==> config.mk <==
export PLATFORM = sky130hd
export DESIGN_NAME = earliest_deadline_timer_table
export DESIGN_NICKNAME = d
export VERILOG_FILES = /design/src/rtl/edtt_pkg.sv /design/src/rtl/earliest_deadline_timer_table.sv /design/src/rtl/edtt_front.sv /design/src/rtl/edtt_queue.sv /design/src/rtl/edtt_back.sv
export SDC_FILE = /design/constraint.sdc
export NUM_CORES = 2
export LEC_CHECK = 0
export ABC_AREA = 1
export BUFFER_PORTS_ARGS = -buffer_cell sky130_fd_sc_hd__buf_4
export CORE_MARGIN = 5
export CORE_UTILIZATION = 46
export CTS_CLUSTER_SIZE = 14
export DETAILED_ROUTE_END_ITERATION = 10
export HOLD_SLACK_MARGIN = 0.15
export MAX_ROUTING_LAYER = met4
export SETUP_SLACK_MARGIN = 0.15
export SLEW_MARGIN = 20
export SYNTH_ARGS = -nofsm -noshare
export SYNTH_HDL_FRONTEND = slang
export SYNTH_SLANG_ARGS = --single-unit
==> constraint.sdc <==
create_clock -name i_clk -period 8.65 [get_ports i_clk]
set_clock_uncertainty 0.05 [all_clocks]
set_input_delay 0.4325 -clock i_clk [delete_from_list [all_inputs] [get_ports i_clk]]
set_output_delay 0.4325 -clock i_clk [all_outputs]
set_load 0.03 [all_outputs]
==> src/rtl/edtt_pkg.sv <==
// Shared types and constants for the earliest-deadline timer table.
package edtt_pkg;

    localparam int TABLE_SLOTS_DEF = 16;
    localparam int MAX_RESULTS     = 16;
    localparam int US_PER_MS       = 1000;
    localparam int QUEUE_DEPTH     = 2;   // power of two

    localparam int TIME_W  = 64;
    localparam int DELAY_W = 32;
    localparam int TAG_W   = 32;
    localparam int SPAN_W  = DELAY_W + 10;   // delay_ms * 1000 fits in 42 bits
    localparam int NRES_W  = $clog2(MAX_RESULTS + 1);

    localparam logic CMD_ARM  = 1'b0;
    localparam logic CMD_TICK = 1'b1;

    localparam logic KIND_ARM    = 1'b0;
    localparam logic KIND_EXPIRY = 1'b1;

    localparam logic STATUS_STORED = 1'b0;
    localparam logic STATUS_FULL   = 1'b1;

    typedef struct packed {
        logic               cmd;
        logic [DELAY_W-1:0] delay_ms;
        logic [TAG_W-1:0]   tag;
    } t_in;

    typedef struct packed {
        logic             kind;
        logic             status;
        logic [TAG_W-1:0] expired_tag;
        logic             last;
    } t_out;

    // Classified command as it waits in the queue.
    typedef struct packed {
        logic              cmd;
        logic [SPAN_W-1:0] span_us;
        logic [TAG_W-1:0]  tag;
    } t_job;

    typedef enum logic [2:0] {
        S_IDLE,
        S_ARM,
        S_SCAN,
        S_RESOLVE,
        S_FLUSH
    } t_back_state;

endpackage

==> src/rtl/earliest_deadline_timer_table.sv <==
// Arm: the engine walks the slots in order and stores into the first free one; the status beat says stored or full.
// Tick: the clock advances, then repeated scans each pick the earliest due timer, clear it and report its
// tag; the last beat is flagged, and at most MAX_RESULTS timers expire per tick.
// Three commands can wait (intake register, two queue entries); busy rises when all are taken.
// Synchronous reset clears all slot valid bits and the clock at once; no clearing pass.
// Result beats are one-cycle strobes; the receiver cannot stall.
module earliest_deadline_timer_table #(
    parameter int TABLE_SLOTS = edtt_pkg::TABLE_SLOTS_DEF
) (
    input  logic           i_clk,
    input  logic           i_rst_n,
    input  logic           start,
    output logic           busy,
    input  edtt_pkg::t_in  i_item,
    output logic           o_res_vld,
    output edtt_pkg::t_out o_res
);

    logic           push;
    edtt_pkg::t_job push_job;
    logic           q_full;
    logic           q_vld;
    edtt_pkg::t_job q_job;
    logic           q_pop;

    edtt_front u_front (
        .i_clk    (i_clk),
        .i_rst_n  (i_rst_n),
        .start    (start),
        .busy     (busy),
        .i_item   (i_item),
        .i_q_full (q_full),
        .o_push   (push),
        .o_job    (push_job)
    );

    edtt_queue u_queue (
        .i_clk   (i_clk),
        .i_rst_n (i_rst_n),
        .i_push  (push),
        .i_job   (push_job),
        .o_full  (q_full),
        .o_vld   (q_vld),
        .o_job   (q_job),
        .i_pop   (q_pop)
    );

    edtt_back #(
        .TABLE_SLOTS (TABLE_SLOTS)
    ) u_back (
        .i_clk     (i_clk),
        .i_rst_n   (i_rst_n),
        .i_q_vld   (q_vld),
        .i_q_job   (q_job),
        .o_q_pop   (q_pop),
        .o_res_vld (o_res_vld),
        .o_res     (o_res)
    );

endmodule

==> src/rtl/edtt_front.sv <==
// Command intake: accepts a beat, decodes it and converts the delay to microseconds.
module edtt_front (
    input  logic              i_clk,
    input  logic              i_rst_n,
    input  logic              start,
    output logic              busy,
    input  edtt_pkg::t_in     i_item,
    input  logic              i_q_full,
    output logic              o_push,
    output edtt_pkg::t_job    o_job
);

    logic           r_vld;
    edtt_pkg::t_job r_job;
    edtt_pkg::t_job n_job;
    logic           load;

    assign busy   = r_vld & i_q_full;
    assign o_push = r_vld & ~i_q_full;
    assign o_job  = r_job;
    assign load   = start & ~busy;

    always_comb begin
        n_job.cmd     = i_item.cmd;
        n_job.tag     = i_item.tag;
        n_job.span_us = edtt_pkg::SPAN_W'(i_item.delay_ms)
                      * edtt_pkg::SPAN_W'(edtt_pkg::US_PER_MS);
    end

    always_ff @(posedge i_clk) begin
        if (!i_rst_n) begin
            r_vld <= 1'b0;
        end else if (load) begin
            r_vld <= 1'b1;
        end else if (o_push) begin
            r_vld <= 1'b0;
        end
    end

    always_ff @(posedge i_clk) begin
        if (load) begin
            r_job <= n_job;
        end
    end

endmodule

==> src/rtl/edtt_queue.sv <==
// Short command queue between the intake and the table engine.
module edtt_queue (
    input  logic           i_clk,
    input  logic           i_rst_n,
    input  logic           i_push,
    input  edtt_pkg::t_job i_job,
    output logic           o_full,
    output logic           o_vld,
    output edtt_pkg::t_job o_job,
    input  logic           i_pop
);

    localparam int PTR_W = $clog2(edtt_pkg::QUEUE_DEPTH);
    localparam int CNT_W = $clog2(edtt_pkg::QUEUE_DEPTH + 1);

    edtt_pkg::t_job   r_mem [edtt_pkg::QUEUE_DEPTH];
    logic [PTR_W-1:0] r_wr_ptr;
    logic [PTR_W-1:0] r_rd_ptr;
    logic [CNT_W-1:0] r_cnt;
    logic             do_push;
    logic             do_pop;

    assign o_full  = (r_cnt == CNT_W'(edtt_pkg::QUEUE_DEPTH));
    assign o_vld   = (r_cnt != '0);
    assign o_job   = r_mem[r_rd_ptr];
    assign do_push = i_push & ~o_full;
    assign do_pop  = i_pop & o_vld;

    always_ff @(posedge i_clk) begin
        if (!i_rst_n) begin
            r_wr_ptr <= '0;
            r_rd_ptr <= '0;
            r_cnt    <= '0;
        end else begin
            if (do_push) begin
                r_wr_ptr <= r_wr_ptr + PTR_W'(1);
            end
            if (do_pop) begin
                r_rd_ptr <= r_rd_ptr + PTR_W'(1);
            end
            if (do_push && !do_pop) begin
                r_cnt <= r_cnt + CNT_W'(1);
            end else if (do_pop && !do_push) begin
                r_cnt <= r_cnt - CNT_W'(1);
            end
        end
    end

    always_ff @(posedge i_clk) begin
        if (do_push) begin
            r_mem[r_wr_ptr] <= i_job;
        end
    end

endmodule

==> src/rtl/edtt_back.sv <==
// Table engine: slot storage, microsecond clock, arm search and expiry scans.
module edtt_back #(
    parameter int TABLE_SLOTS = edtt_pkg::TABLE_SLOTS_DEF
) (
    input  logic           i_clk,
    input  logic           i_rst_n,
    input  logic           i_q_vld,
    input  edtt_pkg::t_job i_q_job,
    output logic           o_q_pop,
    output logic           o_res_vld,
    output edtt_pkg::t_out o_res
);

    localparam int IW = $clog2(TABLE_SLOTS);
    localparam int CW = $clog2(TABLE_SLOTS + 1);
    localparam int TW = edtt_pkg::TIME_W;
    localparam int GW = edtt_pkg::TAG_W;
    localparam int NW = edtt_pkg::NRES_W;

    edtt_pkg::t_back_state r_state;
    edtt_pkg::t_back_state n_state;

    logic [TW-1:0]          mem_dl  [TABLE_SLOTS];
    logic [GW-1:0]          mem_tag [TABLE_SLOTS];
    logic [TABLE_SLOTS-1:0] r_valid;
    logic [TW-1:0]          r_now;
    edtt_pkg::t_job         r_job;
    logic [CW-1:0]          r_cnt;
    logic                   r_chk_vld;
    logic [IW-1:0]          r_chk_idx;
    logic [TW-1:0]          r_rd_dl;
    logic [GW-1:0]          r_rd_tag;
    logic                   r_found;
    logic [IW-1:0]          r_best_idx;
    logic [TW-1:0]          r_best_dl;
    logic [GW-1:0]          r_best_tag;
    logic                   r_pend_vld;
    logic [GW-1:0]          r_pend_tag;
    logic [NW-1:0]          r_nres;
    logic                   r_res_vld;
    edtt_pkg::t_out         r_res;

    logic                   n_res_vld;
    edtt_pkg::t_out         n_res;
    logic [IW-1:0]          cur_idx;
    logic                   slot_busy;
    logic                   arm_last;
    logic                   scan_end;
    logic                   scan_rd;
    logic                   upd_best;
    logic                   q_pop;
    logic                   arm_we;
    logic                   clr_slot;

    assign cur_idx   = r_cnt[IW-1:0];
    assign arm_last  = (r_cnt == CW'(TABLE_SLOTS - 1));
    assign scan_end  = (r_cnt == CW'(TABLE_SLOTS));
    assign scan_rd   = (r_state == edtt_pkg::S_SCAN) && (r_cnt < CW'(TABLE_SLOTS));
    assign slot_busy = (r_cnt < CW'(TABLE_SLOTS)) ? r_valid[cur_idx] : 1'b1;
    assign upd_best  = r_chk_vld && r_valid[r_chk_idx] && (r_rd_dl <= r_now)
                    && (!r_found || (r_rd_dl < r_best_dl));

    assign o_q_pop   = q_pop;
    assign o_res_vld = r_res_vld;
    assign o_res     = r_res;

    always_comb begin
        n_state = r_state;
        unique case (r_state)
            edtt_pkg::S_IDLE: begin
                if (i_q_vld) begin
                    n_state = (i_q_job.cmd == edtt_pkg::CMD_TICK) ? edtt_pkg::S_SCAN
                                                                   : edtt_pkg::S_ARM;
                end
            end
            edtt_pkg::S_ARM: begin
                if (!slot_busy || arm_last) begin
                    n_state = edtt_pkg::S_IDLE;
                end
            end
            edtt_pkg::S_SCAN: begin
                if (scan_end) begin
                    n_state = edtt_pkg::S_RESOLVE;
                end
            end
            edtt_pkg::S_RESOLVE: begin
                if (!r_found) begin
                    n_state = edtt_pkg::S_IDLE;
                end else if (r_nres == NW'(edtt_pkg::MAX_RESULTS - 1)) begin
                    n_state = edtt_pkg::S_FLUSH;
                end else begin
                    n_state = edtt_pkg::S_SCAN;
                end
            end
            edtt_pkg::S_FLUSH: begin
                n_state = edtt_pkg::S_IDLE;
            end
            default: begin
                n_state = edtt_pkg::S_IDLE;
            end
        endcase
    end

    // The previous expiry is held back until the next scan tells whether it is the last one.
    always_comb begin
        q_pop     = 1'b0;
        arm_we    = 1'b0;
        clr_slot  = 1'b0;
        n_res_vld = 1'b0;
        n_res     = '0;
        unique case (r_state)
            edtt_pkg::S_IDLE: begin
                q_pop = i_q_vld;
            end
            edtt_pkg::S_ARM: begin
                if (!slot_busy) begin
                    arm_we       = 1'b1;
                    n_res_vld    = 1'b1;
                    n_res.kind   = edtt_pkg::KIND_ARM;
                    n_res.status = edtt_pkg::STATUS_STORED;
                    n_res.last   = 1'b1;
                end else if (arm_last) begin
                    n_res_vld    = 1'b1;
                    n_res.kind   = edtt_pkg::KIND_ARM;
                    n_res.status = edtt_pkg::STATUS_FULL;
                    n_res.last   = 1'b1;
                end
            end
            edtt_pkg::S_SCAN: begin
                n_res_vld = 1'b0;
            end
            edtt_pkg::S_RESOLVE: begin
                clr_slot          = r_found;
                n_res_vld         = r_pend_vld;
                n_res.kind        = edtt_pkg::KIND_EXPIRY;
                n_res.status      = edtt_pkg::STATUS_STORED;
                n_res.expired_tag = r_pend_tag;
                n_res.last        = ~r_found;
            end
            edtt_pkg::S_FLUSH: begin
                n_res_vld         = 1'b1;
                n_res.kind        = edtt_pkg::KIND_EXPIRY;
                n_res.status      = edtt_pkg::STATUS_STORED;
                n_res.expired_tag = r_pend_tag;
                n_res.last        = 1'b1;
            end
            default: begin
                n_res_vld = 1'b0;
            end
        endcase
    end

    always_ff @(posedge i_clk) begin
        if (!i_rst_n) begin
            r_state    <= edtt_pkg::S_IDLE;
            r_valid    <= '0;
            r_now      <= '0;
            r_cnt      <= '0;
            r_chk_vld  <= 1'b0;
            r_found    <= 1'b0;
            r_pend_vld <= 1'b0;
            r_nres     <= '0;
            r_res_vld  <= 1'b0;
        end else begin
            r_state   <= n_state;
            r_res_vld <= n_res_vld;
            r_chk_vld <= scan_rd;
            if (q_pop) begin
                r_cnt   <= '0;
                r_found <= 1'b0;
                if (i_q_job.cmd == edtt_pkg::CMD_TICK) begin
                    r_now      <= r_now + TW'(1);
                    r_nres     <= '0;
                    r_pend_vld <= 1'b0;
                end
            end
            if ((r_state == edtt_pkg::S_ARM && slot_busy && !arm_last)
                || (r_state == edtt_pkg::S_SCAN && !scan_end)) begin
                r_cnt <= r_cnt + CW'(1);
            end
            if (upd_best) begin
                r_found <= 1'b1;
            end
            if (arm_we) begin
                r_valid[cur_idx] <= 1'b1;
            end
            if (clr_slot) begin
                r_valid[r_best_idx] <= 1'b0;
                r_pend_vld          <= 1'b1;
                r_nres              <= r_nres + NW'(1);
                r_cnt               <= '0;
                r_found             <= 1'b0;
            end
            if (r_state == edtt_pkg::S_FLUSH
                || (r_state == edtt_pkg::S_RESOLVE && !r_found)) begin
                r_pend_vld <= 1'b0;
            end
        end
    end

    always_ff @(posedge i_clk) begin
        if (q_pop) begin
            r_job <= i_q_job;
        end
        if (arm_we) begin
            mem_dl[cur_idx]  <= r_now + TW'(r_job.span_us);
            mem_tag[cur_idx] <= r_job.tag;
        end
        if (scan_rd) begin
            r_rd_dl   <= mem_dl[cur_idx];
            r_rd_tag  <= mem_tag[cur_idx];
            r_chk_idx <= cur_idx;
        end
        if (upd_best) begin
            r_best_idx <= r_chk_idx;
            r_best_dl  <= r_rd_dl;
            r_best_tag <= r_rd_tag;
        end
        if (clr_slot) begin
            r_pend_tag <= r_best_tag;
        end
        r_res <= n_res;
    end

endmodule
==> Yosys cells after proc, flatten, opt, wreduce, memory -nomap -nowiden <==
Memories as Yosys holds them, arrays and structs flattened. A register that Yosys moved wholly into a read port is not among the register bits.
Index checks and enable logic that the tools add are counted.
{ "totals": {"word_cells": 156, "register_bits": 419, "mem_bits_rw": 1680, "latchBits": 0, "n_memories": 3, "in_bits": 68, "out_inout_bits": 37, "romBits": 0} }
{ "mem_list": {"columns": ["memory", "depth", "word_bits", "read_ports", "rd_ports_with_merged_regs", "wr", "line", "rtl"], "rows": [
  ["u_back.mem_dl", 16, 64, 1, 1, 1, "edtt_back.sv:23", "logic [TW-1:0] mem_dl [TABLE_SLOTS];"],
  ["u_back.mem_tag", 16, 32, 1, 1, 1, "edtt_back.sv:24", "logic [GW-1:0] mem_tag [TABLE_SLOTS];"],
  ["u_queue.r_mem", 2, 72, 1, 1, 1, "edtt_queue.sv:16", "edtt_pkg::t_job r_mem [edtt_pkg::QUEUE_DEPTH];"]
]} }
{ "op_classes": {"shifts": 0, "n_mul": 1, "n_eq_ne": 11, "reduce_logical": 36, "bitwise_logic": 12, "order_cmp": 8, "addsub": 8, "mux": 50, "div_mod_pow": 0} }
{ "op_table": {"columns": ["operator", "n"], "rows": [
  ["$add A64 B1 Y64 const B", 1],
  ["$add A64 B42 Y64", 1],
  ["$le A64 B64 Y1", 1],
  ["$lt A64 B64 Y1", 1],
  ["$mux W16", 3],
  ["$mul A32 B7 Y39 const B", 1],
  ["$mux W1", 26],
  ["$mux W5", 5],
  ["$and A16 B16 Y16", 1],
  ["$not A16 Y16", 1],
  ["$or A16 B16 Y16", 1],
  ["$lt A4 B5 Y1 const B", 3],
  ["$mux W3", 5],
  ["$reduce_bool A2 Y1", 7],
  ["$logic_and A1 B1 Y1", 12],
  ["$pmux W3 S4", 1],
  ["$add A5 B1 Y5 const B", 2],
  ["$eq A5 B4 Y1 const B", 2],
  ["$bmux W1 S4", 2],
  ["$demux W1 S4", 2],
  ["$ge A4 B1 Y1 const B", 2],
  ["$eq A3 B2 Y1 const B", 2],
  ["$logic_not A1 Y1", 6],
  ["$mux W2", 3],
  ["other kinds (18)", 35]
]} }

==> Depth between registers and ports, before layout <==
{ "depth": {"depth_word": 9, "ltp_mapped": 20} }

==> Cells and area by module <==
Synthesis repeated with hierarchy kept, for this count alone.
{ "unflattened": {"cells_unflattened": 7796, "hier_area_um2": 94838.5} }
{ "modules_own_cells": {"columns": ["module", "seq_area_each_um2", "instances", "cells_per_inst", "area_per_inst_um2"], "rows": [
  ["edtt_back", 57955.6, 1, 6615, 80692.4],
  ["edtt_front", 2182.1, 1, 911, 8290.5],
  ["edtt_queue", 4604.4, 1, 270, 5855.6]
]} }

==> Least setup slack after synthesis <==
OpenSTA, ideal clock, no wires.
{ "synth_timing": {"path_kind": "register to register", "from": "register u_back.r_cnt[0]", "to": "memory u_back.mem_dl[15][0] (netlist bit) (enable)", "synth_period_minus_slack_ps": 8469, "setup_slack_ps": 181, "t_arrival_ps": 7749, "path_stages_with_launch": 11, "required_time_ps": 7929, "n_path_buf": 2, "path_cell_list": "dfxtp_1 buf_4 inv_2 buf_6 o21ai_1 nand2_1 nand2_1 nand2_1 nor2_2 nand2_2 nor3_1"} }
{ "synth_via": {"elab_chain_len": 7, "word_cells_on_any_way": 8} }
{ "synth_rtl": {"columns": ["element", "line", "rtl"], "rows": [
  ["from (decl)", "edtt_back.sv:28", "logic [CW-1:0] r_cnt;"],
  ["from (signal assigned)", "edtt_back.sv:179", "r_cnt <= r_cnt + CW'(1);"],
  ["$bmux W1 S4", "edtt_back.sv:59", "assign slot_busy = (r_cnt < CW'(TABLE_SLOTS)) ? r_valid[cur_idx] : 1'b1;"],
  ["$mux W1 (not written as such)", "edtt_back.sv:59", null],
  ["$mux W1", "edtt_back.sv:59", null],
  ["$mux W1", "edtt_back.sv:116", "if (!slot_busy) begin"],
  ["$mux W1", "edtt_back.sv:111", "unique case (r_state)"],
  ["$mux W1", "edtt_back.sv:205", "if (arm_we) begin"],
  ["$mux W1 (not written as such)", "edtt_back.sv:206", "mem_dl[cur_idx] <= r_now + TW'(r_job.span_us);"],
  ["to (decl)", "edtt_back.sv:23", null]
]} }
Several ways; a longest one is shown, not always the timed one. The select of a mux whose other input is x is not followed.

==> Final worst setup path <==
{ "layout_timing": {"from": "register u_back.r_cnt[0]", "to": "memory u_back.mem_dl[4][59] (netlist bit) (enable)"} }
Same word-level chain as after synthesis.

==> reports/qor.yml <==
cellPowerDensity_mw_per_mm2: 303
fmax_mhz: 215
routed_wl_mm: 256
synthXorXnorAreaFrac: 0.00937
die_x_um: 461
crit_chain: "inv_8 -> o21ai_1 -> nand2_1 -> nand2_1 -> nand3_1 -> nor2_2 -> nand2_2 -> inv_4 -> nand2_4 -> nor2_4 -> buf_4"
syn_area_sq_mm: 0.0935
syn_area_per_cell_sq_um: 12.4
clock-root-buffer: "clkbuf_16"
netlist.area_leader.share: 0.660
wl_per_cell_um: 24.2
grt-ovfl-total: 0
vdd_ir_drop_max_uv: 267
grt.busiest_layer: "met2"
core_sq_mm: 0.202
layout-drive-gt1-share: 0.0879
clk_latency_ns: 0.87
final_util: 0.520
hold_path.class: "input pin to register"
maxSlewViolCount: 0
cts-resized-gates: 0
grt_use_met3: 0.0323
fin_crit_sh: 0.538
worst_pin_slew_ns: 1.28
final_common_cell: "edfxtp_1"
io_pins: 105
arrival_ns: 5.05
avgViaCountPerCell: 5.66
post-route-min-period_ns: 4.65
numCtsBuffers: 218
antenna_found_initial: 6
seqCellArea_sq_mm: 0.0645
fp-row-count: 165
maxSlewHeadroom: 0.146
critPathCaptureType: "register"
fillers: 17100
yosysWarnings: 0
grt_pass1_wl_mm: 379
path_buf_inv: 3
grtUsageMet2: 0.384
layout_common_cells: "edfxtp_1 (2055), nor2_1 (1080), o21ai_0 (904)"
hold_ws_ns: 0.223
route.detailed.drc: 0
required_ns: 9.05
netlist_top_cells_area: "edfxtp_1 (66%), o21ai_0 (4.8%), nor2_1 (4.4%), ha_1 (3.5%), nand2_1 (3.4%)"
gp_congestion: 0.932
track_usage: 0.245
cap_violations: 0
cts.sinks: 2193
first_pass_iters: 6
multi_input_area_sq_mm: 0.0259
hold_buffers: 41
critPathTopFamily: "buffers and inverters"
syn-num-nets: 8007
setup-tns-final_ns: 0
fin_nets: 8158
crit_slowest_cell: "dfxtp_4"
synth_top_cell_by_area: "edfxtp_1"
synth_edf_count: 2055
setup_viol: 0
final_hold_viol_count: 0
synth_top_family_by_area: "simple AND/OR/NAND/NOR gates"
status: "finished clean"
ys_types: 60
synth-seq-area-share: 0.689
synth_cells: 7560
slowest_delay_ns: 0.92
synth_ff_type: "edfxtp_1"
clk_pin_slew_worst_paths_ns: 0.06
area_growth_pct: 12.4
final_antenna_net_count: 0
cp-start-kind: "register"
worstSetupPathType: "register to register"
cpMostUsedCell: "nand2_1"
die-area_sq_mm: 0.212
rsz0062_at_grt: "no"
leakagePower_nw: 36.8
cts_tree: "yes"
drt_iter0_markers: 6337
synthMuxAreaShare: 0.00855
postCtsSetupRepairBufs: 0
die_h_um: 461
io_buffers: 104
synth_seq_cells: 2193
h-tree-depth: 4
grt_pass1_vias: 58100
synthArstFlopShare: 0
hpwl_mm: 151
cp_max_fo: 129
clock_path_buffers: 3
use_met1: 0.339
synth-compound-area-share: 0.0950
routed-via-count: 59800
synth-adder-area-share: 0.0603
initial_utilization: 0.462
synth_simple_gate_area_frac: 0.100
grt_max_degree: 223
## metrics by stage
step,setup WS [ns],cells,instance area (sq um),total power (W)
after detailed placement,3.70,10100,97600,0.0228
after global placement,3.73,10100,97500,0.0226
after floorplan,0.181,7560,93500,0.0196
after global routing,3.75,10600,105000,0.0335
final,4.00,10600,105000,0.0319
after CTS,4.01,10600,105000,0.0321
## registers in the layout, indices dropped and copies added (netlist names), 35 cells and up, named ones only
name and cells:
u_back.r_best_dl 64, u_back.o_res 35, u_back.r_job 71, u_back.mem_dl 1024, u_back.r_rd_dl 64, u_front.o_job 72, u_queue.r_mem 144, u_back.mem_tag 512
u_back.r_now 64
## logic make-up after synthesis
| group | count (synthesis) |
|---|---|
| AOI/OAI and AO/OA | 1638 |
| xor gates and xnor gates | 100 |
| adders and majority gates | 379 |
| buffers and inverters | 902 |
| DFF | 2193 |
| muxes | 71 |
| and+or+nand+nor | 2277 |
## worst reg2reg max path: cells and delay by family, from the launching register on
kind            cells  cell delay, ns
buf+inv             3            1.52
simple gates        7            1.40
compound gates      1            0.33
flops               1            0.92
## worst paths after layout
| check | from | end | slack (ns) | depth (start not counted) |
|---|---|---|---|---|
| setup / recovery | u_back.r_cnt[0]$_SDFFE_PP0P_ | u_back.mem_dl[4][59]$_DFFE_PP_ | 4.00 | 11 |
| hold / removal | i_item[21] | u_front.o_job[21]$_DFFE_PP_ | 0.22 | 2 |
| setup reg to reg | u_back.r_cnt[0]$_SDFFE_PP0P_ | u_back.mem_dl[4][59]$_DFFE_PP_ | 4.00 | 11 |
| hold reg to reg | u_front.o_job[44]$_DFFE_PP_ | u_queue.r_mem[1][41]$_DFFE_PP_ | 0.35 | 0 |
## power by group
group	leakage (nW)	switching, W	total [W]	internal (W)
clock network	3.44	0.00408	0.00934	0.00526
registers	19.8	0.000902	0.0146	0.0137
logic	13.6	0.00557	0.00794	0.00237
total	36.8	0.0106	0.0319	0.0213
## synth_stat cells (all sizes together), types with 4 or more instances
library cell and n:
a21o 12, o22ai 399, o21ai 922, and3 5
nand2 852, a21oi 247, inv 573, ha 260
nor2 1113, o21a 10, o211ai 4, o2111ai 4
fa 119, xor2 79, a31oi 15, nor4 17
a21boi 6, mux2 71, nand4 136, clkbuf 274
xnor2 21, nand3 78, buf 53, o21bai 8
dfxtp 138, edfxtp 2055, nor3 67
## metal layers
| layer | up-vias | wire, um |
|---|---|---|
| met4 | 0 | 7210 |
| met5 | - | 0 |
| met3 | 356 | 17200 |
| met2 | 2154 | 121000 |
| met1 | 29900 | 111000 |
| li1 | 27400 | - |
## cell type report
| type | count | share of cell area |
|---|---|---|
| diodes | 4 | 0.0000952 |
| clock buffers | 305 | 0.0565 |
| clock inverters | 107 | 0.0112 |
| inverters | 575 | 0.0208 |
| multi-input cells | 4465 | 0.246 |
| flip-flops and latches | 2193 | 0.613 |
| well taps | 2672 | 0.0318 |
| repair buffers | 258 | 0.0203 |
Power figures use the tool's default switching activity.
